[src/rtl/tprs_pkg.sv]
// shared types and constants for the tachometer rpm smoother
package tprs_pkg;

   // handshake status of a serial arithmetic unit
   typedef struct packed {
      logic busy;
      logic done;
   } tprs_unit_status_type;

   // configuration port
   localparam int CSR_INDEX_W = 3;
   localparam int CSR_DATA_W  = 20;

   localparam logic [CSR_INDEX_W-1:0] CSR_MIN_PERIOD         = 3'd0;
   localparam logic [CSR_INDEX_W-1:0] CSR_PULSES_TO_AVERAGE  = 3'd1;
   localparam logic [CSR_INDEX_W-1:0] CSR_PULSES_PER_REV     = 3'd2;
   localparam logic [CSR_INDEX_W-1:0] CSR_LOSS_TIMEOUT       = 3'd3;
   localparam logic [CSR_INDEX_W-1:0] CSR_SMOOTHING_INTERVAL = 3'd4;
   localparam logic [CSR_INDEX_W-1:0] CSR_DISPLAY_INTERVAL   = 3'd5;

   // register widths
   localparam int MIN_PERIOD_W = 16;
   localparam int AVG_COUNT_W  = 4;
   localparam int PPR_W        = 8;
   localparam int LOSS_W       = 20;
   localparam int SMOOTH_W     = 16;
   localparam int DISPLAY_W    = 20;
   localparam int SILENCE_W    = 20;
   localparam int SHOWN_W      = 14;
   localparam int RPM_INT_W    = 20;
   localparam int GAIN_W       = 8;
   localparam int GAIN_SHIFT   = 8;

   // register reset values
   localparam logic [MIN_PERIOD_W-1:0] MIN_PERIOD_RESET = 16'd200;
   localparam logic [AVG_COUNT_W-1:0]  PULSES_AVG_RESET = 4'd4;
   localparam logic [PPR_W-1:0]        PPR_RESET        = 8'd2;
   localparam logic [LOSS_W-1:0]       LOSS_RESET       = 20'd300000;
   localparam logic [SMOOTH_W-1:0]     SMOOTH_RESET     = 16'd1000;
   localparam logic [DISPLAY_W-1:0]    DISPLAY_RESET    = 20'd50000;

   // microseconds per minute and the bits it needs
   localparam int RPM_SCALE   = 60000000;
   localparam int RPM_SCALE_W = 26;

   // smoothing gains in q0.8 and the gap limits in whole rpm
   localparam int GAP_HIGH_RPM = 1000;
   localparam int GAP_MID_RPM  = 300;
   localparam logic [GAIN_W-1:0] GAIN_HIGH = 8'd102;
   localparam logic [GAIN_W-1:0] GAIN_MID  = 8'd64;
   localparam logic [GAIN_W-1:0] GAIN_LOW  = 8'd26;

   localparam logic [SHOWN_W-1:0] SHOWN_MAX = 14'd9999;

endpackage

[src/rtl/tprs_serial_mul.sv]
// shift-and-add multiplier, one multiplier bit per cycle
module tprs_serial_mul import tprs_pkg::*; #(
   parameter int A_W = 32,
   parameter int B_W = 8
) (
   input  logic                 clock,
   input  logic                 reset,
   input  logic                 start,
   input  logic [A_W-1:0]       multiplicand,
   input  logic [B_W-1:0]       multiplier,
   output tprs_unit_status_type status,
   output logic [A_W+B_W-1:0]   product
);

   localparam int P_W   = A_W + B_W;
   localparam int CNT_W = $clog2(B_W);

   logic [P_W-1:0]   mcand_ff;
   logic [B_W-1:0]   mplier_ff;
   logic [P_W-1:0]   prod_ff;
   logic [CNT_W-1:0] cnt_ff;
   logic             busy_ff;
   logic             done_ff;
   logic [P_W-1:0]   prod_in;

   assign prod_in = mplier_ff[0] ? prod_ff + mcand_ff : prod_ff;

   always_ff @(posedge clock) begin
      if (reset) begin
         busy_ff <= 1'b0;
         done_ff <= 1'b0;
         cnt_ff  <= '0;
      end else begin
         done_ff <= 1'b0;
         if (start) begin
            mcand_ff  <= P_W'(multiplicand);
            mplier_ff <= multiplier;
            prod_ff   <= '0;
            cnt_ff    <= CNT_W'(B_W - 1);
            busy_ff   <= 1'b1;
         end else if (busy_ff) begin
            prod_ff   <= prod_in;
            mcand_ff  <= mcand_ff << 1;
            mplier_ff <= mplier_ff >> 1;
            if (cnt_ff == '0) begin
               busy_ff <= 1'b0;
               done_ff <= 1'b1;
            end else begin
               cnt_ff <= cnt_ff - 1'b1;
            end
         end
      end
   end

   assign status.busy = busy_ff;
   assign status.done = done_ff;
   assign product     = prod_ff;

endmodule

[src/rtl/tprs_serial_div.sv]
// restoring divider, one quotient bit per cycle
module tprs_serial_div import tprs_pkg::*; #(
   parameter int NUM_W = 36,
   parameter int DEN_W = 40
) (
   input  logic                 clock,
   input  logic                 reset,
   input  logic                 start,
   input  logic [NUM_W-1:0]     numerator,
   input  logic [DEN_W-1:0]     denominator,
   output tprs_unit_status_type status,
   output logic [NUM_W-1:0]     quotient
);

   localparam int CNT_W = $clog2(NUM_W);

   logic [DEN_W-1:0] rem_ff;
   logic [NUM_W-1:0] quo_ff;
   logic [DEN_W-1:0] den_ff;
   logic [CNT_W-1:0] cnt_ff;
   logic             busy_ff;
   logic             done_ff;

   logic [DEN_W:0]   rem_shift;
   logic [DEN_W:0]   rem_diff;
   logic             fits;
   logic [DEN_W-1:0] rem_in;

   always_comb begin
      rem_shift = {rem_ff, quo_ff[NUM_W-1]};
      rem_diff  = rem_shift - {1'b0, den_ff};
      fits      = rem_shift >= {1'b0, den_ff};
      rem_in    = fits ? rem_diff[DEN_W-1:0] : rem_shift[DEN_W-1:0];
   end

   always_ff @(posedge clock) begin
      if (reset) begin
         busy_ff <= 1'b0;
         done_ff <= 1'b0;
         cnt_ff  <= '0;
      end else begin
         done_ff <= 1'b0;
         if (start) begin
            rem_ff  <= '0;
            quo_ff  <= numerator;
            den_ff  <= denominator;
            cnt_ff  <= CNT_W'(NUM_W - 1);
            busy_ff <= 1'b1;
         end else if (busy_ff) begin
            rem_ff <= rem_in;
            quo_ff <= {quo_ff[NUM_W-2:0], fits};
            if (cnt_ff == '0) begin
               busy_ff <= 1'b0;
               done_ff <= 1'b1;
            end else begin
               cnt_ff <= cnt_ff - 1'b1;
            end
         end
      end
   end

   assign status.busy = busy_ff;
   assign status.done = done_ff;
   assign quotient    = quo_ff;

endmodule

[src/rtl/tachometer_period_rpm_smoother.sv]
// top level: period tachometer with averaging, rpm division and adaptive smoothing
// sequence: an input transfer passes through the plan and finish states to a registered result; a smoothing
//   step adds a multiplier pass (eight multiplier bits plus start and hand-back), a pulses-per-rev write
//   adds one multiplier pass and one divider pass on the next tick,
//   and a new average period adds a second divider pass for the mean
// throughput: one item at a time, a new tick is taken only while idle; a stalled result
//   holds the block; reset: synchronous, tick state clears to zero, registers take defaults
module tachometer_period_rpm_smoother import tprs_pkg::*; #(
   parameter int PERIOD_BITS   = 32,
   parameter int RPM_FRAC_BITS = 8
) (
   input  logic                   clock,
   input  logic                   reset,
   // configuration writes
   input  logic                   csr_write,
   input  logic [CSR_INDEX_W-1:0] csr_index,
   input  logic [CSR_DATA_W-1:0]  csr_data,
   // one microsecond tick per transfer
   input  logic                   req_valid,
   output logic                   req_stall,
   input  logic                   req_signal_level,
   // one result per tick
   output logic                   rsp_valid,
   input  logic                   rsp_stall,
   output logic [SHOWN_W-1:0]     rsp_shown_rpm,
   output logic                   rsp_display_update,
   output logic                   rsp_signal_present
);

   // derived widths
   localparam int ACC_W     = PERIOD_BITS + AVG_COUNT_W;
   localparam int AVG_N_W   = AVG_COUNT_W + 1;
   localparam int RPM_W     = RPM_INT_W + RPM_FRAC_BITS;
   localparam int RPM_NUM_W = RPM_SCALE_W + RPM_FRAC_BITS;
   localparam int NUM_W     = (ACC_W > RPM_NUM_W) ? ACC_W : RPM_NUM_W;
   localparam int DEN_W     = PERIOD_BITS + PPR_W;
   localparam int MUL_A_W   = (PERIOD_BITS > RPM_W) ? PERIOD_BITS : RPM_W;
   localparam int PROD_W    = MUL_A_W + GAIN_W;

   localparam logic [NUM_W-1:0] RPM_NUMERATOR = NUM_W'(RPM_SCALE) << RPM_FRAC_BITS;
   localparam logic [RPM_W-1:0] GAP_HIGH      = RPM_W'(GAP_HIGH_RPM) << RPM_FRAC_BITS;
   localparam logic [RPM_W-1:0] GAP_MID       = RPM_W'(GAP_MID_RPM) << RPM_FRAC_BITS;

   typedef enum logic [2:0] {
      ST_IDLE,
      ST_AVG_DIV,
      ST_PLAN,
      ST_DEN_MUL,
      ST_RPM_DIV,
      ST_GAIN_MUL,
      ST_FINISH
   } state_type;

   // configuration registers
   logic [MIN_PERIOD_W-1:0] min_period_ff;
   logic [AVG_COUNT_W-1:0]  pulses_avg_ff;
   logic [PPR_W-1:0]        ppr_ff;
   logic [LOSS_W-1:0]       loss_timeout_ff;
   logic [SMOOTH_W-1:0]     smooth_int_ff;
   logic [DISPLAY_W-1:0]    display_int_ff;

   // tick state
   state_type               state_ff;
   logic                    prev_level_ff;
   logic [PERIOD_BITS-1:0]  edge_cnt_ff;
   logic [ACC_W-1:0]        acc_ff;
   logic [AVG_COUNT_W-1:0]  acc_count_ff;
   logic [PERIOD_BITS-1:0]  avg_ff;
   logic [RPM_W-1:0]        q_ff;
   logic                    q_valid_ff;
   logic [RPM_W-1:0]        current_ff;
   logic [SILENCE_W-1:0]    silence_ff;
   logic [SMOOTH_W-1:0]     smooth_tmr_ff;
   logic [DISPLAY_W-1:0]    disp_tmr_ff;
   logic [SHOWN_W-1:0]      shown_ff;
   logic                    lost_ff;
   logic                    smooth_fire_ff;
   logic                    disp_fire_ff;
   logic                    toward_up_ff;

   // serial unit operands
   logic                    div_start_ff;
   logic [NUM_W-1:0]        div_num_ff;
   logic [DEN_W-1:0]        div_den_ff;
   logic                    mul_start_ff;
   logic [MUL_A_W-1:0]      mul_a_ff;
   logic [GAIN_W-1:0]       mul_b_ff;

   // result register
   logic                    rsp_valid_ff;
   logic [SHOWN_W-1:0]      rsp_shown_ff;
   logic                    rsp_update_ff;
   logic                    rsp_present_ff;

   tprs_unit_status_type    div_status;
   tprs_unit_status_type    mul_status;
   logic [NUM_W-1:0]        div_quotient;
   logic [PROD_W-1:0]       mul_product;

   // next values computed at the input transfer
   logic                    req_accept;
   logic                    falling;
   logic [PERIOD_BITS-1:0]  edge_cnt_in;
   logic                    period_ok;
   logic [ACC_W-1:0]        acc_in;
   logic [AVG_COUNT_W-1:0]  acc_count_in;
   logic                    avg_launch;
   logic [AVG_N_W-1:0]      avg_n;
   logic [SILENCE_W-1:0]    silence_in;
   logic [SMOOTH_W-1:0]     smooth_tmr_in;
   logic                    smooth_fire;
   logic [DISPLAY_W-1:0]    disp_tmr_in;
   logic                    disp_fire;

   // smoothing and display values
   logic [PPR_W-1:0]        ppr_eff;
   logic [RPM_W-1:0]        target;
   logic                    toward_up;
   logic [RPM_W-1:0]        gap;
   logic [GAIN_W-1:0]       gain;
   logic [RPM_W-1:0]        mag;
   logic [RPM_W-1:0]        q_clamped;
   logic [RPM_INT_W-1:0]    whole;
   logic [SHOWN_W-1:0]      shown_in;

   assign req_stall  = (state_ff != ST_IDLE);
   assign req_accept = req_valid && (state_ff == ST_IDLE);

   always_comb begin
      // edge counter saturates, then a falling edge reads it as the period
      edge_cnt_in  = (&edge_cnt_ff) ? edge_cnt_ff : edge_cnt_ff + 1'b1;
      falling      = prev_level_ff && !req_signal_level;
      period_ok    = edge_cnt_in > PERIOD_BITS'(min_period_ff);
      acc_in       = acc_ff + ACC_W'(edge_cnt_in);
      acc_count_in = acc_count_ff + 1'b1;
      // a wrapped count means sixteen periods collected
      avg_launch   = falling && period_ok &&
                     ((acc_count_in == '0) || (acc_count_in >= pulses_avg_ff));
      avg_n        = (acc_count_in == '0) ? (AVG_N_W'(1) << AVG_COUNT_W)
                                          : AVG_N_W'(acc_count_in);
      if (falling) begin
         silence_in = '0;
      end else if (&silence_ff) begin
         silence_in = silence_ff;
      end else begin
         silence_in = silence_ff + 1'b1;
      end
      // a zero interval fires on every tick
      smooth_tmr_in = smooth_tmr_ff + 1'b1;
      smooth_fire   = smooth_tmr_in >= smooth_int_ff;
      disp_tmr_in   = disp_tmr_ff + 1'b1;
      disp_fire     = disp_tmr_in >= display_int_ff;

      ppr_eff = (ppr_ff == '0) ? PPR_W'(1) : ppr_ff;

      // target is zero while the signal is lost or before the first average
      target    = (lost_ff || (avg_ff == '0)) ? '0 : q_ff;
      toward_up = target >= current_ff;
      gap       = toward_up ? target - current_ff : current_ff - target;
      if (gap > GAP_HIGH) begin
         gain = GAIN_HIGH;
      end else if (gap > GAP_MID) begin
         gain = GAIN_MID;
      end else begin
         gain = GAIN_LOW;
      end
      mag = mul_product[RPM_W+GAIN_SHIFT-1:GAIN_SHIFT];

      q_clamped = (|div_quotient[NUM_W-1:RPM_W]) ? '1 : div_quotient[RPM_W-1:0];

      whole    = current_ff[RPM_W-1:RPM_FRAC_BITS];
      shown_in = (whole > RPM_INT_W'(SHOWN_MAX)) ? SHOWN_MAX : whole[SHOWN_W-1:0];
   end

   // configuration registers
   always_ff @(posedge clock) begin
      if (reset) begin
         min_period_ff   <= MIN_PERIOD_RESET;
         pulses_avg_ff   <= PULSES_AVG_RESET;
         ppr_ff          <= PPR_RESET;
         loss_timeout_ff <= LOSS_RESET;
         smooth_int_ff   <= SMOOTH_RESET;
         display_int_ff  <= DISPLAY_RESET;
      end else if (csr_write) begin
         unique case (csr_index)
            CSR_MIN_PERIOD:         min_period_ff   <= csr_data[MIN_PERIOD_W-1:0];
            CSR_PULSES_TO_AVERAGE:  pulses_avg_ff   <= csr_data[AVG_COUNT_W-1:0];
            CSR_PULSES_PER_REV:     ppr_ff          <= csr_data[PPR_W-1:0];
            CSR_LOSS_TIMEOUT:       loss_timeout_ff <= csr_data[LOSS_W-1:0];
            CSR_SMOOTHING_INTERVAL: smooth_int_ff   <= csr_data[SMOOTH_W-1:0];
            CSR_DISPLAY_INTERVAL:   display_int_ff  <= csr_data[DISPLAY_W-1:0];
            default: ;
         endcase
      end
   end

   // sequencer and datapath registers
   always_ff @(posedge clock) begin
      if (reset) begin
         state_ff       <= ST_IDLE;
         prev_level_ff  <= 1'b0;
         edge_cnt_ff    <= '0;
         acc_ff         <= '0;
         acc_count_ff   <= '0;
         avg_ff         <= '0;
         q_valid_ff     <= 1'b0;
         current_ff     <= '0;
         silence_ff     <= '0;
         smooth_tmr_ff  <= '0;
         disp_tmr_ff    <= '0;
         shown_ff       <= '0;
         lost_ff        <= 1'b0;
         smooth_fire_ff <= 1'b0;
         disp_fire_ff   <= 1'b0;
         div_start_ff   <= 1'b0;
         mul_start_ff   <= 1'b0;
         rsp_valid_ff   <= 1'b0;
      end else begin
         div_start_ff <= 1'b0;
         mul_start_ff <= 1'b0;
         if (rsp_valid_ff && !rsp_stall) begin
            rsp_valid_ff <= 1'b0;
         end

         unique case (state_ff)
            ST_IDLE: begin
               if (req_accept) begin
                  prev_level_ff  <= req_signal_level;
                  silence_ff     <= silence_in;
                  lost_ff        <= silence_in > SILENCE_W'(loss_timeout_ff);
                  smooth_tmr_ff  <= smooth_fire ? '0 : smooth_tmr_in;
                  smooth_fire_ff <= smooth_fire;
                  disp_tmr_ff    <= disp_fire ? '0 : disp_tmr_in;
                  disp_fire_ff   <= disp_fire;
                  edge_cnt_ff    <= falling ? '0 : edge_cnt_in;
                  // glitch periods still clear the counter but are not summed
                  if (falling && period_ok) begin
                     if (avg_launch) begin
                        acc_ff       <= '0;
                        acc_count_ff <= '0;
                     end else begin
                        acc_ff       <= acc_in;
                        acc_count_ff <= acc_count_in;
                     end
                  end
                  if (avg_launch) begin
                     div_num_ff   <= NUM_W'(acc_in);
                     div_den_ff   <= DEN_W'(avg_n);
                     div_start_ff <= 1'b1;
                     state_ff     <= ST_AVG_DIV;
                  end else begin
                     state_ff <= ST_PLAN;
                  end
               end
            end
            ST_AVG_DIV: begin
               if (div_status.done) begin
                  avg_ff     <= div_quotient[PERIOD_BITS-1:0];
                  q_valid_ff <= 1'b0;
                  state_ff   <= ST_PLAN;
               end
            end
            ST_PLAN: begin
               // refresh the cached quotient first, then the smoothing step
               if (!q_valid_ff && (avg_ff != '0)) begin
                  mul_a_ff     <= MUL_A_W'(avg_ff);
                  mul_b_ff     <= ppr_eff;
                  mul_start_ff <= 1'b1;
                  state_ff     <= ST_DEN_MUL;
               end else if (smooth_fire_ff) begin
                  mul_a_ff     <= MUL_A_W'(gap);
                  mul_b_ff     <= gain;
                  toward_up_ff <= toward_up;
                  mul_start_ff <= 1'b1;
                  state_ff     <= ST_GAIN_MUL;
               end else begin
                  state_ff <= ST_FINISH;
               end
            end
            ST_DEN_MUL: begin
               if (mul_status.done) begin
                  div_num_ff   <= RPM_NUMERATOR;
                  div_den_ff   <= mul_product[DEN_W-1:0];
                  div_start_ff <= 1'b1;
                  state_ff     <= ST_RPM_DIV;
               end
            end
            ST_RPM_DIV: begin
               if (div_status.done) begin
                  q_ff       <= q_clamped;
                  q_valid_ff <= 1'b1;
                  state_ff   <= ST_PLAN;
               end
            end
            ST_GAIN_MUL: begin
               // step is rounded down so the current value never overshoots
               if (mul_status.done) begin
                  current_ff <= toward_up_ff ? current_ff + mag : current_ff - mag;
                  state_ff   <= ST_FINISH;
               end
            end
            ST_FINISH: begin
               if (!(rsp_valid_ff && rsp_stall)) begin
                  if (disp_fire_ff) begin
                     shown_ff <= shown_in;
                  end
                  rsp_shown_ff   <= disp_fire_ff ? shown_in : shown_ff;
                  rsp_update_ff  <= disp_fire_ff;
                  rsp_present_ff <= !lost_ff;
                  rsp_valid_ff   <= 1'b1;
                  state_ff       <= ST_IDLE;
               end
            end
            default: state_ff <= ST_IDLE;
         endcase

         // a new pulses-per-rev value invalidates the cached quotient
         if (csr_write && (csr_index == CSR_PULSES_PER_REV)) begin
            q_valid_ff <= 1'b0;
         end
      end
   end

   tprs_serial_div #(
      .NUM_W (NUM_W),
      .DEN_W (DEN_W)
   ) u_div (
      .clock       (clock),
      .reset       (reset),
      .start       (div_start_ff),
      .numerator   (div_num_ff),
      .denominator (div_den_ff),
      .status      (div_status),
      .quotient    (div_quotient)
   );

   tprs_serial_mul #(
      .A_W (MUL_A_W),
      .B_W (GAIN_W)
   ) u_mul (
      .clock        (clock),
      .reset        (reset),
      .start        (mul_start_ff),
      .multiplicand (mul_a_ff),
      .multiplier   (mul_b_ff),
      .status       (mul_status),
      .product      (mul_product)
   );

   assign rsp_valid          = rsp_valid_ff;
   assign rsp_shown_rpm      = rsp_shown_ff;
   assign rsp_display_update = rsp_update_ff;
   assign rsp_signal_present = rsp_present_ff;

   // shown value stays within the display range
   a_shown_range: assert property (@(posedge clock) disable iff (reset)
      rsp_valid |-> (rsp_shown_rpm <= SHOWN_MAX))
      else $error("shown rpm above display range");

   // a pulses-per-rev write forces the quotient to be recomputed
   a_ppr_invalidates: assert property (@(posedge clock) disable iff (reset)
      (csr_write && (csr_index == CSR_PULSES_PER_REV)) |=> !q_valid_ff)
      else $error("stale rpm quotient after pulses-per-rev write");

   // divider completes only while the sequencer waits for it
   a_div_done_state: assert property (@(posedge clock) disable iff (reset)
      div_status.done |-> ((state_ff == ST_AVG_DIV) || (state_ff == ST_RPM_DIV)))
      else $error("divider finished outside a division state");

   // the two serial units never run together
   a_units_exclusive: assert property (@(posedge clock) disable iff (reset)
      !(div_status.busy && mul_status.busy))
      else $error("divider and multiplier busy at once");

endmodule
[config.mk]
export PLATFORM = sky130hd
export DESIGN_NAME = tachometer_period_rpm_smoother
export DESIGN_NICKNAME = d
export VERILOG_FILES = /design/src/rtl/tprs_pkg.sv /design/src/rtl/tprs_serial_mul.sv /design/src/rtl/tprs_serial_div.sv /design/src/rtl/tachometer_period_rpm_smoother.sv
export SDC_FILE = /design/constraint.sdc
export NUM_CORES = 2
export LEC_CHECK = 0
export ABC_CLOCK_PERIOD_IN_PS = 12150
export BUFFER_PORTS_ARGS = -buffer_cell sky130_fd_sc_hd__buf_2
export CORE_MARGIN = 2
export CORE_UTILIZATION = 64
export CTS_CLUSTER_DIAMETER = 50
export DETAILED_ROUTE_END_ITERATION = 16
export GPL_TIMING_DRIVEN = 0
export PLACE_DENSITY = 0.89
export SYNTH_ARGS = -nofsm -noshare
export SYNTH_HDL_FRONTEND = slang
export SYNTH_SLANG_ARGS = --single-unit
[constraint.sdc]
create_clock -name clock -period 12.15 [get_ports clock]
set_input_delay 0 -clock clock [delete_from_list [all_inputs] [get_ports clock]]
set_output_delay 0 -clock clock [all_outputs]
set_load 0.03 [all_outputs]
### Yosys cells after proc, flatten, opt, wreduce, memory -nomap -nowiden

Cells that the tools add are included.

| storage, ports and cells | value |
|---|---|
| register bits after elaboration | 675 |
| logic and storage cells | 236 |

| operators by class | value |
|---|---|
| add/subtract/negate cells | 14 |
| $lt $le $gt $ge | 10 |
| equal/unequal tests | 21 |
| mux-type cells | 74 |
| bitwise gates (word level) | 7 |
| reductions and logical operators | 63 |

Operators with widths:

| cell | number |
|---|---|
| 2-to-1 mux 40 bit | 8 |
| 2-to-1 mux 36 bit | 6 |
| 2-to-1 mux 32 bit | 5 |
| 2-to-1 mux 28 bit | 3 |
| subtractor 28 bit | 3 |
| case mux 40 bit (2 select lines) | 1 |
| case mux 36 bit (2 select lines) | 1 |
| 2-to-1 mux 20 bit | 3 |
| >= comparator 41 x 40 -> 1 bit | 1 |
| adder 20 x 1 -> 20 bit, second input constant | 2 |
| adder 40 bit | 1 |
| 2-to-1 mux 8 bit | 5 |
| subtractor 40 bit | 1 |
| adder 36 x 32 -> 36 bit | 1 |
| adder 32 x 1 -> 32 bit, second input constant | 1 |
| greater-than comparator 32 x 16 -> 1 bit | 1 |
| logical NOT 32 bit | 1 |
| AND reduction 2 bit | 16 |
| AND reduction 32 bit | 1 |
| nonzero test 32 bit | 1 |
| adder 28 bit | 1 |
| >= comparator 28 bit | 1 |
| greater-than comparator 28 x 17 -> 1 bit, second input constant | 1 |
| greater-than comparator 28 x 18 -> 1 bit, second input constant | 1 |
| 42 further kinds | 123 |

### Depth between registers and ports, before layout

| depth | value |
|---|---|
| depth in word-level cells | 10 |
| mapped depth | 23 |
| mapped depth without buffers | 21 |

### By module

A second synthesis with hierarchy kept.

| unflattened totals | value |
|---|---|
| cell total of the unflattened synthesis | 4479 |
| area, all modules | 40288.6 um^2 |

By module, submodules not included:

| module | times used | cells an instance | area an instance (um^2) |
|---|---|---|---|
| tachometer_period_rpm_smoother | 1 | 3261 | 27236.1 |
| tprs_serial_div | 1 | 685 | 7273.2 |
| tprs_serial_mul | 1 | 533 | 5779.3 |

### Least setup slack after synthesis

OpenSTA, ideal clock, no wires.

| timing path | value |
|---|---|
| path kind | register -> register |
| start | register edge_cnt_ff[21] |
| end | register div_den_ff[0], enable pin |
| library setup time | 631 ps |
| data arrival time | 9616 ps |
| data required time | 11519 ps |
| path slack | 1902 ps |
| stages on the path, launching flop included | 21 |
| buffers on the path | 3 |
| clock period less this slack | 10248 ps |
| cell sequence | dfxtp_1 > buf_2 > and4_1 > clkbuf_1 > nand4_1 > nor2_1 > a21o_1 > nor2_1 > and3_1 > and3_1 > and3_1 > xor2_1 > ha_1 > nand4_1 > or3_1 > o221ai_1 > a221o_1 > or4_1 > buf_2 > nand4_1 > a221oi_1 |

| between the ends | value |
|---|---|
| word-level cells in the longest chain between the ends | 7 |
| elaborated cells on any way between the ends | 8 |
| classes of those cells | add/sub (1); order compare (1); eq/ne (1); mux (1); reduce/logical (4) |

RTL lines:

| item | RTL line | source |
|---|---|---|
| start, declared | tachometer_period_rpm_smoother.sv:65 | `logic [PERIOD_BITS-1:0] edge_cnt_ff;` |
| start signal, assigned | tachometer_period_rpm_smoother.sv:235 | `edge_cnt_ff <= falling ? '0 : edge_cnt_in;` |
| adder 32 x 1 -> 32 bit or AND reduction 32 bit (tied branches) | tachometer_period_rpm_smoother.sv:131 | `edge_cnt_in = (&edge_cnt_ff) ? edge_cnt_ff : edge_cnt_ff + 1'b1;` |
| 2-to-1 mux 32 bit (*) | tachometer_period_rpm_smoother.sv:131 |  |
| greater-than comparator 32 x 16 -> 1 bit (*) | tachometer_period_rpm_smoother.sv:133 | `period_ok = edge_cnt_in > PERIOD_BITS'(min_period_ff);` |
| logical AND 1 bit (*) (2 in a row) | tachometer_period_rpm_smoother.sv:137 | `avg_launch = falling && period_ok &&` |
| != test 2 bit (no line) (*) | n/a |  |
| AND reduction 5 bit (no line) (*) | n/a |  |
| end signal, assigned | tachometer_period_rpm_smoother.sv:248 | `div_den_ff <= DEN_W'(avg_n);` |
| end signal, assigned | tachometer_period_rpm_smoother.sv:283 | `div_den_ff <= mul_product[DEN_W-1:0];` |
| end, declared | tachometer_period_rpm_smoother.sv:84 | `logic [DEN_W-1:0] div_den_ff;` |

Every way passes the cells marked *; elsewhere a longest branch is shown, timed or not.
A chain may end at the register's enable or synchronous reset.

### Worst setup path in the final report

| timing path | value |
|---|---|
| start | register avg_ff[8] |
| end | register mul_b_ff[6], data pin |

| between the ends | value |
|---|---|
| word-level cells in the longest chain between the ends | 10 |
| elaborated cells on any way between the ends | 15 |
| classes of those cells | add/sub (2); order compare (3); mux (6); reduce/logical (4) |

RTL lines:

| item | RTL line | source |
|---|---|---|
| start, declared | tachometer_period_rpm_smoother.sv:68 | `logic [PERIOD_BITS-1:0] avg_ff;` |
| start signal, assigned | tachometer_period_rpm_smoother.sv:258 | `avg_ff <= div_quotient[PERIOD_BITS-1:0];` |
| logical NOT 32 bit (*) | tachometer_period_rpm_smoother.sv:157 | `target = (lost_ff \|\| (avg_ff == '0)) ? '0 : q_ff;` |
| logical OR 1 bit (*) | tachometer_period_rpm_smoother.sv:157 |  |
| 2-to-1 mux 28 bit (*) | tachometer_period_rpm_smoother.sv:157 |  |
| >= comparator 28 bit (*) | tachometer_period_rpm_smoother.sv:158 | `toward_up = target >= current_ff;` |
| named net toward_up | tachometer_period_rpm_smoother.sv:118 | `logic toward_up;` |
| 2-to-1 mux 28 bit (*) | tachometer_period_rpm_smoother.sv:159 | `gap = toward_up ? target - current_ff : current_ff - target;` |
| greater-than comparator 28 x 17 -> 1 bit | tachometer_period_rpm_smoother.sv:162 | `end else if (gap > GAP_MID) begin` |
| 2-to-1 mux 7 bit | tachometer_period_rpm_smoother.sv:162 |  |
| 2-to-1 mux 7 bit (*) | tachometer_period_rpm_smoother.sv:160 | `if (gap > GAP_HIGH) begin` |
| 2-to-1 mux 8 bit (*) | tachometer_period_rpm_smoother.sv:270 | `end else if (smooth_fire_ff) begin` |
| 2-to-1 mux 8 bit (*) | tachometer_period_rpm_smoother.sv:265 | `if (!q_valid_ff && (avg_ff != '0)) begin` |
| end signal, assigned | tachometer_period_rpm_smoother.sv:267 | `mul_b_ff <= ppr_eff;` |
| end signal, assigned | tachometer_period_rpm_smoother.sv:272 | `mul_b_ff <= gain;` |
| end, declared | tachometer_period_rpm_smoother.sv:87 | `logic [GAIN_W-1:0] mul_b_ff;` |

The timed path passes the listed nets; every way through them passes the cells marked *. The select of a mux whose other input is x is not followed.

==> flow_summary.yaml <==
die:
  die_w_um: 256
  io_pins: 47
  die_h_um: 256
  num_rows: 92
  die_area_um2: 65300
  start_util_pct: 64.4
  core_um2: 62900
yosys:
  yosys-top-cells-count: "nand2_1, nor2_1, a21oi_1"
  synth_top_area_share_pct: 27.1
  synth_edf_count: 365
  yosysSeqAreaShare_pct: 42.4
  netlist_area_um2: 40500
  synthDistinctLibCells: 90
  synthFlopType: "edfxtp_1"
  synth_most_common_cell: "nand2_1"
  syn-num-nets: 4780
  ys_async_sr_fraction_pct: 0
  synth_area_leader_cell: "edfxtp_1"
  yosysWarningCount: 0
  synth_seq_cells: 675
  syn_avg_cell_area_um2: 9.07
  synth_area_leaders: "edfxtp_1, dfxtp_1, ha_1"
  syn-instance-count: 4464
final_layout:
  syn2layout_area_growth_pct: 11.2
  regArea_um2: 17200
  finalNonFillerCells: 5545
  drive_above_1_share_pct: 7.90
  multi_input_area_um2: 21600
  diodes: 0
  layout.nets: 4949
  finish.utilization_pct: 71.6
  fillers: 4455
drt:
  drt-wirelength-per-cell_um: 21.7
  drt_wl_total_um: 120000
  ant_nets: 0
  dr.pass1.iters: 6
  drc_errors: 0
  via_per_inst: 6.38
  drt-initial-drc-count: 4161
  vias: 35404
sta:
  setup_slack_ps: 5210
  period_share_pct: 57.2
  hold_violations: 0
  finalMaxSlewViolations: 0
  skew_ps: 25.0
  rsz0062_at_grt: "false"
  worstMarginPinSlew_ps: 1400
  setup_viol: 0
  hold_slack_ps: 177
  max_clock_freq_ghz: 0.144
  min_period_ps: 6940
  maxSlewHeadroom_pct: 6.78
critical_path:
  crit_type: "reg -> reg"
  crit_arrival_ps: 7300
  crit_path_end_kind: "register"
  slowest_delay_ps: 780
  cp-start-kind: "register"
  critical_path_required_ps: 12510
  cp_slowest_cell: "a211oi_1"
  path_cells: "nor4_1, nand4_1, nor2_1, nor2_1, clkbuf_1, nand2_1, inv_1, ha_1, clkbuf_1, a21oi_1, o21ai_0, a21oi_1, a21oi_2, nor3_4, inv_2, buf_2, buf_2, o211ai_1, nand4_1, nor4b_1, nand3_1, a211oi_1, a21oi_1"
  rr_startpoint: "avg_ff[8]"
  cp_common_cell: "a21oi_1"
  startpoint: "avg_ff[8]"
  crit_fanout: 10
global_route:
  first_global_vias: 34339
  grt_overflow: 0
  grt_pass1_wl_um: 187000
  grtUsageTotal_pct: 36.0
  antenna_found_initial: 1
  grt_max_degree: 37
placement:
  dp_hpwl_um: 88300
  portBuffers: 44
  numPlacedInstances: 5366
  dpl_worst_slack_ps: 5520
  gp_congestion: 1.04
clock_network:
  clockBufferDepth: 3
  cts_inserted_buffers: 81
  cts_resized: 0
  cts_tree: "built"
  clkSinkCount: 675
  post_cts_buffers: 0
  cts_max_level: 3
  clk_latency_ps: 650
  cts-root-buf: "clkbuf_16"
  clk_pin_slew_worst_paths_ps: 60
pwr:
  p_per_area_nw_per_um2: 121
  p_leak_nw: 18.2
  peakVddDrop_mv: 0.109
hold_path:
  hold_path_class: "in -> reg"
  min_from: "csr_data[16]"
run_status:
  status: "finished clean"
run:
  drv_cap: 0
critical path: cells and delay by family, from the launching register on:
family | cells | cell delay (ps)
buffers and inverters | 6 | 1300
AO/OA/AOI/OAI | 7 | 2420
adder cells (fa/ha/maj) | 1 | 220
flip-flops | 1 | 450
AND/OR/NAND/NOR | 9 | 2240
cells in the final DEF, fill, tap and decap left out, drive strengths merged, types with 97 or more instances in the layout:
master  count
a21o      108
xnor2     125
clkbuf    281
nor2      442
nand3      97
dfxtp     310
ha        281
a21oi     432
inv       251
xor2      141
nand2     543
edfxtp    365
o21ai     145
report_power, final:
part           switching, mW  internal, mW
clock network           1.04          1.39
logic                  0.405         0.157
registers             0.0296          2.44
timing repair:
action | CTS | global route
hold buffers | 30 | 0
endpoints found under the hold margin | 100 | 0
endpoints found under the setup margin | 0 | 0
logic make-up (layout without fill, tap and decap cells):
family          Yosys count  after routing  share of synthesized area [%]
fa+ha+maj               287            287                           8.98
buf+inv                 443            678                           4.28
flops                   675            675                           42.4
xor+xnor                266            266                           5.76
compound gates         1022           1022                           15.8
mux                     144            144                           3.84
simple gates           1627           1627                           19.0
registers in the layout, summed over array words and instances (netlist names), 28 cells and up:
register	count
div_den_ff	40
q_ff	28
u_mul.mcand_ff	40
u_div.rem_ff	40
u_div.den_ff	40
avg_ff	32
current_ff	28
u_mul.product	40
edge_cnt_ff	32
u_div.quotient	36
div_num_ff	36
mul_a_ff	32
acc_ff	36
routing by layer:
metal / routed length [um] / GRT usage (%) / part of all wire (%) / vias up
li1: - / - / - / 16284
met1: 44900 / 44.3 / 37 / 16508
met2: 54300 / 58.0 / 45 / 2078
met3: 12600 / 7.72 / 10 / 532
met4: 8600 / 22.4 / 7.1 / 2
met5: 17 / 0 / 0.014 / -
final timing paths:
kind         cells after the start             endpoint  slack, ps
max                             23          mul_b_ff[6]       5210
min                              4  loss_timeout_ff[16]        180
max reg2reg                     23          mul_b_ff[6]       5210
min reg2reg                      0     u_div.den_ff[10]        420
final cells by class:
cell class	instances	area share, %
Multi-Input combinational cell	3346	48.1
Sequential cell	675	38.1
Clock buffer	101	4.83
Tap cell	846	2.35
Inverter	235	1.96
Buffer	208	1.89
Timing Repair Buffer	86	1.66
Clock inverter	48	1.09
metrics by stage:
step,instance area (um2),setup TNS [ps],power (mW)
4_1_cts,45000,0,5.43
5_1_grt,45000,0,5.58
2_1_floorplan,40500,0,2.84
3_5_place_dp,42000,0,3.04
6_report,45000,0,5.46
3_3_place_gp,41800,-106330,3.01
Note: power is estimated with default switching activity, not from simulation.
